$ cat src/rtl/gradient_phase_atan2_assert.svh
// Assertion macros shared by the gradient phase RTL.
`ifndef GRADIENT_PHASE_ATAN2_ASSERT_SVH
`define GRADIENT_PHASE_ATAN2_ASSERT_SVH
`ifndef SYNTHESIS
// Checked only while reset is released.
`define GPA_ASSERT(label, clk, rst_n, prop) \
    label: assert property (@(posedge clk) disable iff (!rst_n) prop) \
        else $error("gradient_phase_atan2: assertion failed");
// Checked at every edge, including during reset.
`define GPA_ASSERT_ALWAYS(label, clk, prop) \
    label: assert property (@(posedge clk) prop) \
        else $error("gradient_phase_atan2: assertion failed");
`else
`define GPA_ASSERT(label, clk, rst_n, prop)
`define GPA_ASSERT_ALWAYS(label, clk, prop)
`endif
`endif

$ cat src/rtl/gpa_pkg.sv
// Constants, types and helper functions of the gradient phase pipeline.
`timescale 1ns / 1ps
`default_nettype none

package gpa_pkg;

    localparam int GRADIENT_BITS = 16;
    localparam int GRAD_W        = 16;
    localparam int MAG_W         = GRADIENT_BITS;
    localparam int FRAC_BITS     = 16;
    localparam int Q_W           = FRAC_BITS + 1;
    localparam int DIV_STAGES    = Q_W;
    localparam int PHASE_W       = 8;
    localparam int ACC_W         = PHASE_W + FRAC_BITS;
    localparam int PROD_W        = ACC_W + Q_W + 1;

    localparam int COEF_P1_INT = 2669610;
    localparam int COEF_P3_INT = -869966;
    localparam int COEF_P5_INT = 415423;
    localparam int COEF_P7_INT = -118360;

    localparam logic signed [ACC_W-1:0] COEF_P1 = ACC_W'(COEF_P1_INT);
    localparam logic signed [ACC_W-1:0] COEF_P3 = ACC_W'(COEF_P3_INT);
    localparam logic signed [ACC_W-1:0] COEF_P5 = ACC_W'(COEF_P5_INT);
    localparam logic signed [ACC_W-1:0] COEF_P7 = ACC_W'(COEF_P7_INT);

    localparam logic [ACC_W-1:0] ANGLE_QUARTER = ACC_W'(64 << FRAC_BITS);
    localparam logic [ACC_W-1:0] ANGLE_HALF    = ACC_W'(128 << FRAC_BITS);
    localparam logic [ACC_W-1:0] HALF_LSB      = ACC_W'(1 << (FRAC_BITS - 1));

    // Reflections that are applied to the octant angle at the end.
    typedef struct packed {
        logic swap;
        logic neg_x;
        logic neg_y;
    } t_octant;

    // floor(a * b / 2^16) with b unsigned; the part-select of the signed
    // product is an arithmetic shift, which rounds toward minus infinity.
    function automatic logic signed [ACC_W-1:0] qmul(
        input logic signed [ACC_W-1:0] a,
        input logic [Q_W-1:0]          b
    );
        logic signed [PROD_W-1:0] p;
        p = a * $signed({1'b0, b});
        return p[FRAC_BITS +: ACC_W];
    endfunction

endpackage

`default_nettype wire

$ cat src/rtl/gpa_poly.sv
// Horner evaluation of the odd 7th-order arctangent polynomial, one product per stage.
`timescale 1ns / 1ps
`default_nettype none

module gpa_poly (
    input  logic                             i_clk,
    input  logic                             i_rst_n,
    input  logic                             i_en,
    input  logic                             i_valid,
    input  logic [gpa_pkg::Q_W-1:0]          i_c,
    input  gpa_pkg::t_octant                 i_oct,
    output logic                             o_valid,
    output logic signed [gpa_pkg::ACC_W-1:0] o_angle,
    output gpa_pkg::t_octant                 o_oct
);

    localparam int POLY_STAGES = 5;

    logic                             r_valid [POLY_STAGES];
    gpa_pkg::t_octant                 r_oct   [POLY_STAGES];
    logic [gpa_pkg::Q_W-1:0]          r_c     [POLY_STAGES-1];
    logic [gpa_pkg::Q_W-1:0]          r_c2    [POLY_STAGES-2];
    logic signed [gpa_pkg::ACC_W-1:0] r_a1;
    logic signed [gpa_pkg::ACC_W-1:0] r_a2;
    logic signed [gpa_pkg::ACC_W-1:0] r_a3;
    logic signed [gpa_pkg::ACC_W-1:0] r_a4;

    logic [2*gpa_pkg::Q_W-1:0] sq;
    logic [gpa_pkg::Q_W-1:0]   n_c2;

    assign sq   = i_c * i_c;
    assign n_c2 = sq[gpa_pkg::FRAC_BITS +: gpa_pkg::Q_W];

    always_ff @(posedge i_clk) begin
        if (!i_rst_n) begin
            for (int k = 0; k < POLY_STAGES; k++) begin
                r_valid[k] <= 1'b0;
            end
        end else if (i_en) begin
            r_valid[0] <= i_valid;
            for (int k = 1; k < POLY_STAGES; k++) begin
                r_valid[k] <= r_valid[k-1];
            end
        end
    end

    always_ff @(posedge i_clk) begin
        if (i_en) begin
            r_oct[0] <= i_oct;
            for (int k = 1; k < POLY_STAGES; k++) begin
                r_oct[k] <= r_oct[k-1];
            end
            r_c[0] <= i_c;
            for (int k = 1; k < POLY_STAGES - 1; k++) begin
                r_c[k] <= r_c[k-1];
            end
            r_c2[0] <= n_c2;
            for (int k = 1; k < POLY_STAGES - 2; k++) begin
                r_c2[k] <= r_c2[k-1];
            end
            r_a1 <= gpa_pkg::qmul(gpa_pkg::COEF_P7, r_c2[0]) + gpa_pkg::COEF_P5;
            r_a2 <= gpa_pkg::qmul(r_a1, r_c2[1]) + gpa_pkg::COEF_P3;
            r_a3 <= gpa_pkg::qmul(r_a2, r_c2[2]) + gpa_pkg::COEF_P1;
            r_a4 <= gpa_pkg::qmul(r_a3, r_c[3]);
        end
    end

    assign o_valid = r_valid[POLY_STAGES-1];
    assign o_angle = r_a4;
    assign o_oct   = r_oct[POLY_STAGES-1];

endmodule

`default_nettype wire

$ cat config.mk
export PLATFORM = sky130hd
export DESIGN_NAME = gpa_poly
export DESIGN_NICKNAME = d
export VERILOG_FILES = /design/src/rtl/gradient_phase_atan2_assert.svh /design/src/rtl/gpa_pkg.sv /design/src/rtl/gpa_poly.sv
export SDC_FILE = /design/constraint.sdc
export NUM_CORES = 2
export LEC_CHECK = 0
export BUFFER_PORTS_ARGS = -buffer_cell sky130_fd_sc_hd__clkbuf_2
export CAP_MARGIN = 20
export CORE_ASPECT_RATIO = 1.2
export CORE_UTILIZATION = 45
export CTS_CLUSTER_SIZE = 10
export DETAILED_ROUTE_END_ITERATION = 7
export PLACE_DENSITY_LB_ADDON = 0.08
export SETUP_SLACK_MARGIN = 0.3
export SYNTH_ARGS = -nofsm -noshare
export SYNTH_HDL_FRONTEND = slang
export SYNTH_SLANG_ARGS = --single-unit
$ cat constraint.sdc
create_clock -name i_clk -period 7.8 [get_ports i_clk]
set_input_delay 1.56 -clock i_clk [delete_from_list [all_inputs] [get_ports i_clk]]
set_output_delay 1.56 -clock i_clk [all_outputs]
set_load 0.005 [all_outputs]
# == Word level (Yosys, flattened, before mapping) ==
# Memories as Yosys holds them, arrays and structs flattened.
# Cells that the tools add are included.
# classes
n_mux,10
mul,5
add_sub_neg,3
bitwise,5
# op_table
op,n
$mul 24x18->40,2
$mul 21x18->39,1
$mul 15x18->33 const A,1
$mul 17x17->33,1
$add 24x21->24 const B,1
$add 24x23->24 const B,1
$add 20x20->21 const B,1
$mux 1,10
$or 1x1->1,5
# word_totals
mem_bits_rw,139
wordCells,31
input_bits,24
mem_count,4
out_inout_bits,28
ff_bits,93
# memory_table
memory,words,width,read_ports,rd_ports_with_merged_regs,wr,line_no,source
r_c,4,17,4,0,4,gpa_poly.sv:21,logic [gpa_pkg::Q_W-1:0] r_c [POLY_STAGES-1];
r_c2,3,17,3,0,3,gpa_poly.sv:22,logic [gpa_pkg::Q_W-1:0] r_c2 [POLY_STAGES-2];
r_oct,5,3,5,0,5,gpa_poly.sv:20,gpa_pkg::t_octant r_oct [POLY_STAGES];
r_valid,5,1,5,0,5,gpa_poly.sv:19,logic r_valid [POLY_STAGES];

# == Longest topological paths before layout ==
# logic_depth
word_depth,4
mapped_depth,31

# == Worst setup path after synthesis ==
# OpenSTA, ideal clock, no wires.
# synth_path
path_type,reg-to-reg
startpoint,memory r_c2[0][37] (netlist name)
endpoint,"register r_a3[23] (netlist name), data pin"
path_stages_with_launch,31
required_time_ns,7.540
period_less_slack_ns,7.290
path_slack_ns,0.510
n_path_buf,2
arrival_ns,7.030
setup_time_ns,0.260
path_cell_list,edfxtp_1 -> clkbuf_1 -> and2_1 -> fa_1 -> inv_1 -> fa_1 -> inv_1 -> fa_1 -> fa_1 -> fa_1 -> inv_1 -> fa_1 -> inv_1 -> ha_1 -> buf_2 -> nand3_1 -> nor2_1 -> or3b_1 -> nand2_1 -> a21oi_1 -> xnor2_1 -> ha_1 -> inv_1 -> o211a_1 -> a211o_1 -> a2111oi_4 -> o41ai_2 -> a211oi_2 -> o31a_1 -> nand2_1 -> xnor2_1
# synth_lines
element,line_no,source
from (decl),gpa_poly.sv:22,
to (signal assigned),gpa_poly.sv:63,"r_a3 <= gpa_pkg::qmul(r_a2, r_c2[2]) + gpa_pkg::COEF_P1;"
to (decl),gpa_poly.sv:25,logic signed [gpa_pkg::ACC_W-1:0] r_a3;

==> flow_metrics.env <==
export IMPL_outcome="complete, no violations"
export IMPL_die_h_um=407
export IMPL_track_usage_pct=21.7
export IMPL_routed_wl_um=144000
export IMPL_crit_slowest_cell="fa_2"
export IMPL_clock_path_buffers=3
export IMPL_cts_sinks=232
export IMPL_fillers=12866
export IMPL_overflow=0
export IMPL_postSynthCellCount=6391
export IMPL_synth_avg_cell_area_sq_um=9.61
export IMPL_die_w_um=339
export IMPL_synthArstFlopShare_pct=0
export IMPL_cp_common_cell="fa_1"
export IMPL_wl_per_cell_um=17.1
export IMPL_num_vias=41466
export IMPL_cts_tree="built"
export IMPL_core_sq_um=136000
export IMPL_hold_violations=0
export IMPL_clk_pin_slew_ns=0.07
export IMPL_drive_gt1_share_pct=8.83
export IMPL_crit_required_ns=8.20
export IMPL_maxCapViolations=0
export IMPL_yosysSeqAreaShare_pct=11.3
export IMPL_regArea_sq_um=6970
export IMPL_start_kind="flip-flop"
export IMPL_fin_worst_skew_ns=0.0294
export IMPL_synth_edf_count=232
export IMPL_worstPathMaxFanout=6
export IMPL_hold_class="flip-flop to flip-flop"
export IMPL_final_net_count=8533
export IMPL_die_area_sq_um=138000
export IMPL_worst_pin_slew_ns=1.01
export IMPL_area_growth_pct=9.73
export IMPL_start_util_pct=45.3
export IMPL_rsz0062_at_grt="true"
export IMPL_antenna_cells=0
export IMPL_htree_levels=1
export IMPL_max_stage_delay_ns=0.57
export IMPL_fin_util_pct=49.7
export IMPL_io_pin_count=52
export IMPL_cp_arrival_ns=7.70
export IMPL_grt_max_degree=69
export IMPL_dp_hpwl_um=123000
export IMPL_syn_cell_area_sq_um=61400
export IMPL_synth_distinct_cells=96
export IMPL_post_route_period_util_pct=93.7
export IMPL_antenna_found_initial=0
export IMPL_io_buffers=51
export IMPL_rows=148
export IMPL_netlist_top_cells_area="fa_1 (45%), edfxtp_1 (11%), ha_1 (11%)"
export IMPL_relSlewSlack_pct=32.3
export IMPL_ant_nets=0
export IMPL_clock_latency_ns=0.64
export IMPL_viasPerCell=4.93
export IMPL_cts_buffers_inserted=31
export IMPL_drc_errors=0
export IMPL_synth_warnings=0
export IMPL_setup_viol=0
export IMPL_ys_seq_elements=232
export IMPL_fmax_mhz=137
export IMPL_syn_nets=8322
export IMPL_grt_pass1_wl_um=239000
export IMPL_clockRootBuffer="clkbuf_16"
export IMPL_path_class="flip-flop to flip-flop"
export IMPL_drt_iter0_drc=1496
export IMPL_routabilityCongestion=0.849
export IMPL_yosys_area_top_type="fa_1"
export IMPL_min_period_ns=7.31
export IMPL_postCtsHoldBufs=0
export IMPL_multi_input_area_sq_um=47800
export IMPL_grt_pass1_vias=45707
export IMPL_ys_flop_type="edfxtp_1"
export IMPL_drt_pass1_iter_count=6
export IMPL_synth_top_area_share_pct=45.0
export IMPL_final_max_slew_viol_count=0
export IMPL_crit_path_end_kind="flip-flop"
cell usage after synthesis (6+ instances only):
library cell and count:
inv_1 1709, fa_1 1381, nand2_1 834, and2_1 576
ha_1 526, edfxtp_1 232, clkbuf_1 205, xnor2_1 121
a21oi_1 113, nor2_1 103, o21ai_0 62, xor2_1 57
nand3_1 43, nor3_1 37, a21o_1 36, and3_1 26
a31oi_1 24, a211oi_1 23, o21a_1 21, o211ai_1 20
nand2b_1 15, nand4_1 13, nor2b_1 13, o21ai_1 12
nor4_1 9, or2_2 9, nand3b_1 8, o31ai_1 8
a211o_1 7, o21bai_1 7, buf_2 6, o31a_1 6
cell usage in the layout, fill, tap and decap left out, types with 21 or more instances in the layout:
master and instances:
o21a_1 21, clkbuf_16 31, nand3_1 41, a31oi_1 21
xnor2_1 118, o21ai_0 52, edfxtp_1 232, clkbuf_2 50
ha_1 506, nor2_1 100, fa_1 1373, a21o_1 36
and3_1 25, a21oi_1 104, nand2_1 830, buf_4 314
xor2_1 55, nor3_1 33, a211oi_1 21, inv_1 1699
and2_1 568
repair_timing:
item,4_1_cts,5_1_grt
pin swaps,2,66
setup buffers,26,96
endpoints found under the setup margin,14,32
resized for setup,7,140
flip-flops by register name, indices dropped and copies added, names as in the netlist:
signal	count
r_a3	24
r_a1	21
r_oct	15
r_a2	24
r_valid	5
r_c	68
r_c2	51
o_angle	24
stage by stage:
| stage | cells | area [sq um] | worst slack (ns) | TNS, ns | hold WS, ns |
|---|---|---|---|---|---|
| 5_1_grt | 8417 | 67400 | 0.245 | 0 | 0.412 |
| 6_report | 8417 | 67400 | 0.491 | 0 | 0.408 |
| 4_1_cts | 8321 | 65900 | 0.289 | 0 | 0.409 |
| 3_5_place_dp | 8247 | 64800 | 0.00975 | 0 | 0.405 |
| 2_1_floorplan | 6391 | 61400 | 0.510 | 0 | 0.400 |
| 3_3_place_gp | 8247 | 64800 | -0.0433 | -0.0660 | 0.402 |
layout make-up:
| class | count | share of cell area, % |
|---|---|---|
| Clock buffer | 34 | 1.17 |
| Tap cell | 1800 | 3.34 |
| Inverter | 1709 | 9.52 |
| Timing Repair Buffer | 395 | 4.59 |
| Multi-Input combinational cell | 4233 | 70.9 |
| Sequential cell | 232 | 10.3 |
| Clock inverter | 14 | 0.171 |
final timing paths:
kind	startpoint	endpoint	slack, ns	cells after the start
worst max register to register	r_c2[0][37]	r_a3[23]	0.49	28
worst min register to register	r_c[2][7]	r_c[3][7]	0.41	0
worst min-delay path	r_c[2][7]	r_c[3][7]	0.41	0
worst max-delay path	r_c2[0][37]	r_a3[23]	0.49	28
cells by family after synthesis:
logic type	after synthesis	synth area share, %
multiplexers	8	0.159
XOR/XNOR	178	2.54
flip-flops	232	11.3
buffers and inverters	1926	11.8
AO/OA/AOI/OAI	412	4.62
AND/OR/NAND/NOR	1728	13.8
adder cells (fa/ha/maj)	1907	55.7
layer usage:
layer	vias to the layer above	share of wire (%)	track usage, %
met3	140	2.0	1.23
met4	0	1.8	3.86
met5	-	0	0
met1	21521	44	27.9
li1	19360	-	-
met2	445	53	40.6
worst max-delay path: cells and delay by family, from the launching register on:
kind / cells / cell delay, ns
buffers and inverters: 5 / 0.48
XOR/XNOR: 1 / 0.13
AO/OA/AOI/OAI: 11 / 2.29
adder cells (fa/ha/maj): 8 / 3.23
flip-flops: 1 / 0.55
AND/OR/NAND/NOR: 3 / 0.36
Power is left out: the tool's default activity adds up to more than one toggle a clock period on the data nets, which glitch-free logic cannot reach.
