## src/rtl/gradient_phase_atan2_assert.svh

```systemverilog
// Assertion macros shared by the gradient phase RTL.
`ifndef GRADIENT_PHASE_ATAN2_ASSERT_SVH
`define GRADIENT_PHASE_ATAN2_ASSERT_SVH
`ifndef SYNTHESIS
// Checked only while reset is released.
`define GPA_ASSERT(label, clk, rst_n, prop) \
    label: assert property (@(posedge clk) disable iff (!rst_n) prop) \
        else $error("gradient_phase_atan2: assertion failed");
// Checked at every edge, including during reset.
`define GPA_ASSERT_ALWAYS(label, clk, prop) \
    label: assert property (@(posedge clk) prop) \
        else $error("gradient_phase_atan2: assertion failed");
`else
`define GPA_ASSERT(label, clk, rst_n, prop)
`define GPA_ASSERT_ALWAYS(label, clk, prop)
`endif
`endif

```

## src/rtl/gpa_pkg.sv

```systemverilog
// Constants, types and helper functions of the gradient phase pipeline.
`timescale 1ns / 1ps
`default_nettype none

package gpa_pkg;

    localparam int GRADIENT_BITS = 16;
    localparam int GRAD_W        = 16;
    localparam int MAG_W         = GRADIENT_BITS;
    localparam int FRAC_BITS     = 16;
    localparam int Q_W           = FRAC_BITS + 1;
    localparam int DIV_STAGES    = Q_W;
    localparam int PHASE_W       = 8;
    localparam int ACC_W         = PHASE_W + FRAC_BITS;
    localparam int PROD_W        = ACC_W + Q_W + 1;

    localparam int COEF_P1_INT = 2669610;
    localparam int COEF_P3_INT = -869966;
    localparam int COEF_P5_INT = 415423;
    localparam int COEF_P7_INT = -118360;

    localparam logic signed [ACC_W-1:0] COEF_P1 = ACC_W'(COEF_P1_INT);
    localparam logic signed [ACC_W-1:0] COEF_P3 = ACC_W'(COEF_P3_INT);
    localparam logic signed [ACC_W-1:0] COEF_P5 = ACC_W'(COEF_P5_INT);
    localparam logic signed [ACC_W-1:0] COEF_P7 = ACC_W'(COEF_P7_INT);

    localparam logic [ACC_W-1:0] ANGLE_QUARTER = ACC_W'(64 << FRAC_BITS);
    localparam logic [ACC_W-1:0] ANGLE_HALF    = ACC_W'(128 << FRAC_BITS);
    localparam logic [ACC_W-1:0] HALF_LSB      = ACC_W'(1 << (FRAC_BITS - 1));

    // Reflections that are applied to the octant angle at the end.
    typedef struct packed {
        logic swap;
        logic neg_x;
        logic neg_y;
    } t_octant;

    // floor(a * b / 2^16) with b unsigned; the part-select of the signed
    // product is an arithmetic shift, which rounds toward minus infinity.
    function automatic logic signed [ACC_W-1:0] qmul(
        input logic signed [ACC_W-1:0] a,
        input logic [Q_W-1:0]          b
    );
        logic signed [PROD_W-1:0] p;
        p = a * $signed({1'b0, b});
        return p[FRAC_BITS +: ACC_W];
    endfunction

endpackage

`default_nettype wire

```

## src/rtl/gpa_divider.sv

```systemverilog
// Pipelined restoring divider: one quotient bit per register stage.
`timescale 1ns / 1ps
`default_nettype none
`include "gradient_phase_atan2_assert.svh"

module gpa_divider (
    input  logic                      i_clk,
    input  logic                      i_rst_n,
    input  logic                      i_en,
    input  logic                      i_valid,
    input  logic [gpa_pkg::MAG_W-1:0] i_num,
    input  logic [gpa_pkg::MAG_W-1:0] i_den,
    input  gpa_pkg::t_octant          i_oct,
    output logic                      o_valid,
    output logic [gpa_pkg::Q_W-1:0]   o_quo,
    output gpa_pkg::t_octant          o_oct
);

    logic                      r_valid [gpa_pkg::DIV_STAGES];
    logic [gpa_pkg::MAG_W-1:0] r_rem   [gpa_pkg::DIV_STAGES];
    logic [gpa_pkg::MAG_W-1:0] r_den   [gpa_pkg::DIV_STAGES];
    logic [gpa_pkg::Q_W-1:0]   r_quo   [gpa_pkg::DIV_STAGES];
    gpa_pkg::t_octant          r_oct   [gpa_pkg::DIV_STAGES];

    logic [gpa_pkg::MAG_W-1:0] n_rem   [gpa_pkg::DIV_STAGES];
    logic [gpa_pkg::Q_W-1:0]   n_quo   [gpa_pkg::DIV_STAGES];

    // The first stage sees the numerator itself (quotient bit 16 is set only
    // for equal magnitudes); each later stage doubles the remainder, which
    // always stays below the divisor.
    always_comb begin
        logic [gpa_pkg::MAG_W:0] part;
        logic [gpa_pkg::MAG_W:0] diff;
        logic                    ge;
        part     = {1'b0, i_num};
        diff     = part - {1'b0, i_den};
        ge       = part >= {1'b0, i_den};
        n_rem[0] = ge ? diff[gpa_pkg::MAG_W-1:0] : part[gpa_pkg::MAG_W-1:0];
        n_quo[0] = {{(gpa_pkg::Q_W-1){1'b0}}, ge};
        for (int k = 1; k < gpa_pkg::DIV_STAGES; k++) begin
            part     = {r_rem[k-1], 1'b0};
            diff     = part - {1'b0, r_den[k-1]};
            ge       = part >= {1'b0, r_den[k-1]};
            n_rem[k] = ge ? diff[gpa_pkg::MAG_W-1:0] : part[gpa_pkg::MAG_W-1:0];
            n_quo[k] = {r_quo[k-1][gpa_pkg::Q_W-2:0], ge};
        end
    end

    always_ff @(posedge i_clk) begin
        if (!i_rst_n) begin
            for (int k = 0; k < gpa_pkg::DIV_STAGES; k++) begin
                r_valid[k] <= 1'b0;
            end
        end else if (i_en) begin
            r_valid[0] <= i_valid;
            for (int k = 1; k < gpa_pkg::DIV_STAGES; k++) begin
                r_valid[k] <= r_valid[k-1];
            end
        end
    end

    always_ff @(posedge i_clk) begin
        if (i_en) begin
            r_den[0] <= i_den;
            r_oct[0] <= i_oct;
            for (int k = 1; k < gpa_pkg::DIV_STAGES; k++) begin
                r_den[k] <= r_den[k-1];
                r_oct[k] <= r_oct[k-1];
            end
            for (int k = 0; k < gpa_pkg::DIV_STAGES; k++) begin
                r_rem[k] <= n_rem[k];
                r_quo[k] <= n_quo[k];
            end
        end
    end

    assign o_valid = r_valid[gpa_pkg::DIV_STAGES-1];
    assign o_quo   = r_quo[gpa_pkg::DIV_STAGES-1];
    assign o_oct   = r_oct[gpa_pkg::DIV_STAGES-1];

    // A ratio of exactly one carries no fraction bits.
    `GPA_ASSERT(a_quo_at_most_one, i_clk, i_rst_n, o_valid && o_quo[gpa_pkg::Q_W-1] |-> o_quo[gpa_pkg::Q_W-2:0] == '0)

endmodule

`default_nettype wire

```

## config.mk

```make
export PLATFORM = sky130hd
export DESIGN_NAME = gpa_divider
export DESIGN_NICKNAME = d
export VERILOG_FILES = /design/src/rtl/gpa_pkg.sv /design/src/rtl/gpa_divider.sv
export VERILOG_INCLUDE_DIRS = /design/src /design/src/rtl
export SDC_FILE = /design/constraint.sdc
export NUM_CORES = 1
export LEC_CHECK = 0
export ABC_AREA = 1
export BUFFER_PORTS_ARGS = -buffer_cell sky130_fd_sc_hd__buf_2
export CAP_MARGIN = 0
export CORE_MARGIN = 2
export CORE_UTILIZATION = 40
export DETAILED_ROUTE_END_ITERATION = 7
export PLACE_DENSITY_LB_ADDON = 0.15
export SLEW_MARGIN = 10
export SYNTH_ARGS = -nofsm -noshare
export SYNTH_HDL_FRONTEND = slang
export SYNTH_SLANG_ARGS = --single-unit
```

## constraint.sdc

```tcl
create_clock -name i_clk -period 4.4 [get_ports i_clk]
set_input_delay 0.44 -clock i_clk [delete_from_list [all_inputs] [get_ports i_clk]]
set_output_delay 0.44 -clock i_clk [all_outputs]
set_load 0.01 [all_outputs]
```

=== Yosys cells after proc, flatten, opt, wreduce, memory -nomap -nowiden ===
Memories as Yosys holds them, arrays and structs flattened.
Index checks and enable logic that the tools add are counted.

* $add $sub $neg: 17
* Magnitude comparators: 17
* Multiplexer cells: 39
* Bitwise gates (word level): 17

{| class="wikitable"
|+ Operator list
! operator !! count
|-
| $ge A17 B16 Y1 || 16
|-
| $mux W16 || 17
|-
| $sub A16 B16 Y16 || 17
|-
| $mux W1 || 22
|-
| $or A1 B1 Y1 || 17
|-
| $ge A16 B16 Y1 || 1
|}

* Register bits after elaboration: 0
* Memory bits (writable): 901
* Input port bits: 39
* Output and inout bits: 21
* Logic and storage cells: 95
* Memories: 5

{| class="wikitable"
|+ Memories
! memory !! words !! width !! rd ports !! clocked after memory_dff !! wr ports !! line !! RTL
|-
| r_quo || 17 || 17 || 17 || 0 || 17 || gpa_divider.sv:22 || <nowiki>logic [gpa_pkg::Q_W-1:0] r_quo [gpa_pkg::DIV_STAGES];</nowiki>
|-
| r_den || 17 || 16 || 16 || 0 || 17 || gpa_divider.sv:21 || <nowiki>logic [gpa_pkg::MAG_W-1:0] r_den [gpa_pkg::DIV_STAGES];</nowiki>
|-
| r_rem || 17 || 16 || 16 || 0 || 17 || gpa_divider.sv:20 || <nowiki>logic [gpa_pkg::MAG_W-1:0] r_rem [gpa_pkg::DIV_STAGES];</nowiki>
|-
| r_oct || 17 || 3 || 17 || 0 || 17 || gpa_divider.sv:23 || <nowiki>gpa_pkg::t_octant r_oct [gpa_pkg::DIV_STAGES];</nowiki>
|-
| r_valid || 17 || 1 || 17 || 0 || 17 || gpa_divider.sv:19 || <nowiki>logic r_valid [gpa_pkg::DIV_STAGES];</nowiki>
|}

=== Logic depth before layout (Yosys ltp) ===
Gate-level depths: netlist of run 1.

* Word-level depth: 4
* Mapped depth: 15
* Mapped depth without buffers: 13

=== Worst setup path before layout of run 1 ===
No wires, ideal clock.

* Kind: in2reg
* Start point: input port i_num[0] in the netlist's numbering
* End point: memory r_rem[0][1] in the netlist's numbering (data pin)
* Setup time: 0.255 ns
* Arrival time: 1.911 ns
* Required time: 4.145 ns
* Path slack: 2.234 ns
* Cell stages on the path: 12
* Buffers on the path: 1
* Path through: inv_1 > ha_1 > fa_1 > inv_1 > nand3_1 > nand3_1 > nand2_1 > nand2_1 > nand2_2 > nand3_4 > buf_6 > o21ai_2

{| class="wikitable"
|+ RTL lines
! what !! line !! RTL
|-
| start: declaration || gpa_divider.sv:11 || <nowiki>input logic [gpa_pkg::MAG_W-1:0] i_num,</nowiki>
|-
| end: declaration || gpa_divider.sv:20 ||
|}

==> results of run 1 <==
==> Yosys cell counts <==
master	instances
sky130_fd_sc_hd__xor2_1	75
sky130_fd_sc_hd__buf_6	26
sky130_fd_sc_hd__inv_4	8
sky130_fd_sc_hd__o211ai_1	1
sky130_fd_sc_hd__or2_1	15
sky130_fd_sc_hd__nand3_1	286
sky130_fd_sc_hd__nor2_4	4
sky130_fd_sc_hd__a21oi_1	157
sky130_fd_sc_hd__nor3_2	2
sky130_fd_sc_hd__o21ai_1	2
sky130_fd_sc_hd__nand2_4	15
sky130_fd_sc_hd__a21o_1	1
sky130_fd_sc_hd__and2_1	54
sky130_fd_sc_hd__clkbuf_2	5
sky130_fd_sc_hd__nand3_4	2
sky130_fd_sc_hd__nor2_2	8
sky130_fd_sc_hd__inv_1	913
sky130_fd_sc_hd__nor4_2	1
sky130_fd_sc_hd__edfxtp_1	733
sky130_fd_sc_hd__fa_1	16
sky130_fd_sc_hd__ha_1	271
sky130_fd_sc_hd__or2_2	6
sky130_fd_sc_hd__inv_2	20
sky130_fd_sc_hd__buf_4	9
sky130_fd_sc_hd__and2_4	1
sky130_fd_sc_hd__clkbuf_1	1
sky130_fd_sc_hd__buf_2	10
sky130_fd_sc_hd__a21oi_4	1
sky130_fd_sc_hd__nand2_1	1833
sky130_fd_sc_hd__nor3_1	36
sky130_fd_sc_hd__nor2_1	248
sky130_fd_sc_hd__nand2_2	24
sky130_fd_sc_hd__o21ai_0	19
sky130_fd_sc_hd__nand3b_1	53
sky130_fd_sc_hd__nand3_2	9
sky130_fd_sc_hd__nand4_1	80
sky130_fd_sc_hd__xnor2_1	37
sky130_fd_sc_hd__o21ai_2	7
==> where the power goes <==
part	internal, W	leakage, nW	switching [W]
sequential	0.00993	7.20	0.00120
combinational	0.00451	14.6	0.00861
clock	0.00409	1.33	0.00289
total	0.0185	23.2	0.0127
==> area by class of cell <==
type                            instances  area [µm²]  area share (%)
Sequential cell                       733       22010           46.05
Multi-Input combinational cell       3264       17050           35.66
Inverter                              941        3552           7.432
Clock buffer                           99        2243           4.693
Tap cell                             1403        1755           3.673
Timing Repair Buffer                   92       663.1           1.387
Clock inverter                         57       526.8           1.102
==> sequential cells by signal, indices dropped and copies added (netlist names) <==
| signal | cells |
|---|---|
| r_den | 256 |
| r_valid | 17 |
| r_quo | 153 |
| r_oct | 51 |
| r_rem | 256 |
==> critical path: cells and delay by family, from the launching register on <==
| family | cells | cell delay [ps] |
|---|---|---|
| flops | 1 | 480 |
| buf+inv | 2 | 270 |
| fa+ha+maj | 1 | 380 |
| simple gates | 8 | 1080 |
==> cell usage in the layout (no fill, tap or decap), types with 9 or more instances in the layout <==
cell,Yosys,routed
sky130_fd_sc_hd__nand2_4,15,15
sky130_fd_sc_hd__clkinv_1,0,13
sky130_fd_sc_hd__o21ai_0,19,19
sky130_fd_sc_hd__xnor2_1,37,37
sky130_fd_sc_hd__nor3_1,36,36
sky130_fd_sc_hd__nor2_1,248,248
sky130_fd_sc_hd__inv_2,20,20
sky130_fd_sc_hd__clkinv_2,0,17
sky130_fd_sc_hd__nand4_1,80,80
sky130_fd_sc_hd__or2_1,15,15
sky130_fd_sc_hd__and2_1,54,54
sky130_fd_sc_hd__nand3b_1,53,53
sky130_fd_sc_hd__inv_1,913,913
sky130_fd_sc_hd__edfxtp_1,733,733
sky130_fd_sc_hd__clkinvlp_4,0,11
sky130_fd_sc_hd__clkbuf_1,1,11
sky130_fd_sc_hd__buf_2,10,58
sky130_fd_sc_hd__ha_1,271,271
sky130_fd_sc_hd__a21oi_1,157,157
sky130_fd_sc_hd__xor2_1,75,75
sky130_fd_sc_hd__nand2_1,1833,1833
sky130_fd_sc_hd__fa_1,16,16
sky130_fd_sc_hd__dlygate4sd3_1,0,19
sky130_fd_sc_hd__clkbuf_16,0,88
sky130_fd_sc_hd__nand3_1,286,286
sky130_fd_sc_hd__nand2_2,24,24
sky130_fd_sc_hd__buf_4,9,9
sky130_fd_sc_hd__nand3_2,9,9
==> worst max path at each step <==
| stage | from | end | slack [ps] | depth (start not counted) |
|---|---|---|---|---|
| 4_1_cts | r_den[0][92] | r_rem[0][97] | 1880 | 11 |
| 2_1_floorplan | i_num[0] | r_rem[0][1] | 2230 | 12 |
| 5_1_grt | r_den[0][171] | r_rem[0][186] | 1720 | 11 |
| 3_3_place_gp | r_den[0][91] | r_rem[0][97] | 1860 | 12 |
| 6_report | r_den[0][171] | r_rem[0][185] | 1890 | 11 |
| 3_5_place_dp | r_den[0][92] | r_rem[0][97] | 1900 | 12 |
==> per-layer routing <==
layer / share of wire, % / vias to the layer above / track usage [%]
li1: - / 16171 / -
met1: 46 / 14208 / 25.11
met2: 48 / 482 / 32.77
met3: 3.6 / 153 / 2.330
met4: 2.7 / 0 / 6.132
met5: 0 / - / 0
==> timing repair <==
action                    CTS  global route
hold buffers               19             0
buffers inserted            0             0
hold endpoints to repair   19             0
==> logic make-up (layout without fill, tap and decap cells) <==
family | after synthesis | in the layout | synth area share [%]
xor+xnor | 112 | 112 | 2.279
compound gates | 188 | 188 | 2.285
flops | 733 | 733 | 51.13
buf+inv | 992 | 1189 | 9.272
fa+ha+maj | 287 | 287 | 8.621
simple gates | 2677 | 2677 | 26.41
==> stage by stage <==
stage	setup slack (ps)	instance area, µm²	utilization (%)	power (W)
after global routing	1719	47800	44.71	0.03384
after global placement	1861	44840	41.94	0.02436
final	1894	47800	44.71	0.03123
after detailed placement	1903	44840	41.94	0.02436
after CTS	1883	47800	44.71	0.03153
after floorplan	2234	43050	-	0.02069
==> impl_metrics.yaml, run 1 <==
placement:
  dp_cells: 6414
  gp_routability_congestion: 0.8931
  port_buffers: 59
  dp_hpwl_um: 80920
cells_and_area:
  antenna_cells_inserted: 0
  fill_cell_count: 10628
  layout-area-overhead-vs-synth_pct: 11.03
  final-instance-count-excl-fill: 6589
  layout-drive-gt1-share_pct: 6.035
  design.final.nets: 5444
sta:
  min_period_over_period_pct: 56.96
  hold_fails_final_rpt: 0
  timing_max_transition_violations_final: 0
  fin_worst_hold_slack_ps: 113.8
  setup_viol: 0
  finalCriticalPeriod_ps: 2506
  timing.slew.headroom_pct: 50.30
  rsz_0062_raised_after_global_routing: "false"
  tightestPinTransition_ps: 745.5
  max_freq_mhz: 399.0
  final.setup_skew_ps: 22.37
  tns_ps: 0
grt:
  grt_start_max_net_pins: 136
  initial_antenna_violation_count: 0
  vias_in_the_first_global_route: 30122
  groute.usage.overall_pct: 19.10
  global_route_wire_length_before_repair_um: 166000
  globalRouteOverflowTotal: 0
die:
  die_x_um: 332.1
  start_util_pct: 40.27
  chipHeight_um: 332.1
  die_outline_area_um2: 110300
  core_area_um2: 106900
  std_cell_rows: 120
  num_io_pins: 60
yosys:
  synth.distinct_cells: 38
  post_synth_inst_count: 4989
  synth.yosys.warnings: 0
  post-synth-top-area-fraction_pct: 51.13
  yosysSeqAreaShare_pct: 51.13
  avgSynthCellArea_um2: 8.629
  syn-cell-area_um2: 43050
  synth_seq_cells: 733
  synthesis.nets: 5315
  synth_area_leader_cell: "sky130_fd_sc_hd__edfxtp_1"
  ys_top_cells_by_area: "sky130_fd_sc_hd__edfxtp_1 51%, sky130_fd_sc_hd__nand2_1 16%, sky130_fd_sc_hd__inv_1 8.0%, sky130_fd_sc_hd__ha_1 7.9%, sky130_fd_sc_hd__nand3_1 3.3%"
status:
  outcome: "complete, no violations"
clocking:
  insertion_delay_ps: 660
  htree_levels: 3
  numCtsBuffers: 86
  cts_tree: "built"
  ctsResizeCount: 0
  cts.reportedPaths.clkPinSlew_ps: 60
  root_buffer: "sky130_fd_sc_hd__clkbuf_16"
  clock_sinks: 733
  maximum_number_of_buffers_from_clock_root_to_sink: 3
setup_path:
  r2r_start: "r_den[0][171]"
  chain_of_cells_forming_the_critical_path: "inv_1, ha_1, nand2_1, nor2_1, nand2_1, nor3_1, nor2_1, nand2_4, inv_4, nand2_1, nand2_1"
  cp.arrival_ps: 2890
  r2r.worst_path.cells: 11
  crit_path_max_incr_delay_ps: 480
  cp_max_fo: 18
  critPathMostFrequentCell: "sky130_fd_sc_hd__nand2_1"
  worstReg2RegEnd: "r_rem[0][185]"
  regToRegSetupSlack_ps: 1890
  critical_path_required_ps: 4780
  crit_slowest_cell: "sky130_fd_sc_hd__edfxtp_1"
  worst_setup_sp_type: "register"
  criticalPathCategory: "register to register"
  endpoint_kind: "register"
worst_hold_path:
  min-delay-path-class: "primary input to register"
  holdPathStages: 3
  whs_endpoint: "r_valid[0][0]"
  hp-start: "i_valid"
power:
  cellLeakagePower_nw: 23.15
  vdd.ir_drop.worst_mv: 0.3231
  power_per_cell_area_nw_per_um2: 653.4
routing:
  detailedRoute.firstIterationViolations: 2169
  drt-pass1-iter-count: 6
  drt_wl_total_um: 105000
  drt.antenna.violating_nets: 0
  viasPerCell: 4.707
  drcViolationCount: 0
  detailed_route_via_count: 31014
  avgRoutedWirePerCell_um: 15.94
run:
  max_cap_viol_count: 0
Power figures use the tool's default switching activity.
==> run 2: changes to the inputs <==
clock period = 2.2 ns   (was 4.4 ns; I/O delays follow)
==> run 2 against run 1 <==
Die area unchanged. Via count is 4.8% higher. Fmax rose by 19%. Power is 120% higher. Flip-flop and latch count did not move. Setup slack worse by 1800 ps. Sequential share of layout area shrank 3.9 points. Sequential power rose by 100%. First-iteration DRC count is 10% lower. Hold slack better by 140 ps. Largest cell class unchanged. Largest power group unchanged.
==> impl_metrics.yaml, run 2 (synthesis results as in run 1) <==
grt:
  groute.usage.overall_pct: 19.38
  initial_antenna_violation_count: 0
  vias_in_the_first_global_route: 31126
  globalRouteOverflowTotal: 0
  global_route_wire_length_before_repair_um: 168600
  grt_start_max_net_pins: 107
sta:
  timing_max_transition_violations_final: 0
  finalCriticalPeriod_ps: 2115
  setup_viol: 0
  max_freq_mhz: 472.8
  final.setup_skew_ps: 40.49
  tightestPinTransition_ps: 684.3
  timing.final.ws_setup_ps: 85.11
  rsz_0062_raised_after_global_routing: "true"
  timing.slew.headroom_pct: 54.27
  hold_fails_final_rpt: 0
  min_period_over_period_pct: 96.13
status:
  outcome: "complete, no violations"
routing:
  drt.antenna.violating_nets: 0
  detailedRoute.firstIterationViolations: 1946
  drt_wl_total_um: 108600
  drcViolationCount: 0
  viasPerCell: 4.641
  drt-pass1-iter-count: 5
  avgRoutedWirePerCell_um: 15.51
  detailed_route_via_count: 32499
die:
  core_area_um2: 106900
  start_util_pct: 40.27
  chipHeight_um: 332.1
  num_io_pins: 60
  die_outline_area_um2: 110300
  std_cell_rows: 120
  die_x_um: 332.1
cells_and_area:
  utilization_after_layout_pct: 48.86
  layout.area.seq_um2: 22010
  layout-drive-gt1-share_pct: 15.56
  fill_cell_count: 10247
  reg.largest.list: "r_den (256), r_rem (256), r_quo (153)"
  design.final.nets: 5856
  layout_commonest_cell: "sky130_fd_sc_hd__nand2_1"
  layout_common_cells: "1,820 x sky130_fd_sc_hd__nand2_1, 908 x sky130_fd_sc_hd__inv_1, 733 x sky130_fd_sc_hd__edfxtp_1"
  layout-area-overhead-vs-synth_pct: 21.34
  multi_input_logic_area_um2: 18210
  finalInstanceArea_um2: 52240
  antenna_cells_inserted: 0
clocking:
  maximum_number_of_buffers_from_clock_root_to_sink: 3
  cts_tree: "built"
  numCtsBuffers: 86
  insertion_delay_ps: 670
  cts.reportedPaths.clkPinSlew_ps: 60
  htree_levels: 3
  root_buffer: "sky130_fd_sc_hd__clkbuf_16"
  clock_sinks: 733
worst_hold_path:
  min-delay-path-class: "primary input to register"
setup_path:
  regToRegSetupSlack_ps: 90
  startpoint_of_the_most_critical_setup_path: "r_rem[0][16]"
  critical_path_required_ps: 2610
  worstReg2RegEnd: "r_rem[0][35]"
  endpoint: "r_rem[0][35]"
  cp_max_fo: 15
  criticalPathCategory: "register to register"
  r2r.worst_path.cells: 9
  worst_setup_sp_type: "register"
  cp.arrival_ps: 2520
  endpoint_kind: "register"
  r2r_start: "r_rem[0][16]"
placement:
  place_worst_setup_slack_ps: -110.3
  port_buffers: 59
  dp_hpwl_um: 84080
  gp_routability_congestion: 0.9090
  place_area_um2: 47620
run:
  max_cap_viol_count: 0
power:
  vdd.ir_drop.worst_mv: 0.5557
  power_per_cell_area_nw_per_um2: 1300
  cellLeakagePower_nw: 25.14
run 2: changes by cell type in the layout (fill, tap and decap cells not counted), sizes merged:
cell	before	now
buf	73	467
bufinv	7	6
clkbuf	99	96
clkinv	33	39
clkinvlp	11	9
dlygate4sd3	19	37
inv	947	948
run 2: layout make-up:
class | instances | share of cell area [%]
Sequential cell | 733 | 42.14
Multi-Input combinational cell | 3264 | 34.86
Timing Repair Buffer | 504 | 7.547
Inverter | 941 | 6.829
Clock buffer | 96 | 4.192
Tap cell | 1403 | 3.361
Clock inverter | 61 | 1.073
run 2: how the worst min path moves through the flow:
stage	start	slack, ps	cells past startpoint	end
6_report	i_rst_n	250	3	r_valid[0][12]
3_5_place_dp	i_oct[1]	400	1	r_oct[0][1]
5_1_grt	i_den[3]	270	2	r_den[0][3]
3_3_place_gp	r_quo[4][8]	400	0	r_quo[4][26]
4_1_cts	i_rst_n	220	3	r_valid[0][13]
2_1_floorplan	i_den[0]	320	0	r_den[0][0]
run 2: power by group:
part	total, W	internal (W)	switching [W]	leakage [nW]
combinational	0.0317	0.0132	0.0185	16.6
clock	0.0139	0.00795	0.00596	1.32
sequential	0.0223	0.0199	0.00249	7.20
total	0.0679	0.0410	0.0270	25.1
run 2: metal layers:
metal	track usage [%]	part of all wire, %	vias to the layer above
met1	26.00	46	14803
met2	32.54	48	516
met3	2.423	3.7	169
met4	6.296	2.6	0
li1	-	-	17011
met5	0	0	-
run 2: timing repair:
action,CTS,global route
hold buffers,37,0
gates cloned,0,0
gates resized for setup,6,186
pin swaps,0,8
buffers inserted,2,40
endpoints found under the setup margin,13,233
hold endpoints to repair,38,0
run 2: critical path, cell delays in order (launching register included):
cell and delay, ps:
sky130_fd_sc_hd__edfxtp_1 420, sky130_fd_sc_hd__ha_1 370, sky130_fd_sc_hd__ha_1 240, sky130_fd_sc_hd__nand4_1 160, sky130_fd_sc_hd__nor3_2 200, sky130_fd_sc_hd__nor2_2 70, sky130_fd_sc_hd__nand2_4 120, sky130_fd_sc_hd__inv_4 110
sky130_fd_sc_hd__nand2_1 80, sky130_fd_sc_hd__nand2_1 100
run 2: through the flow:
stage	std cells	setup TNS, ps	power (W)	hold slack [ps]
after floorplan	4989	0	0.04139	318.9
after global placement	6766	-145.7	0.05211	400.3
after detailed placement	6766	-129.8	0.05223	399.0
after CTS	6962	0	0.06664	215.7
after global routing	7002	-650.4	0.07340	267.6
final	7002	0	0.06791	252.7
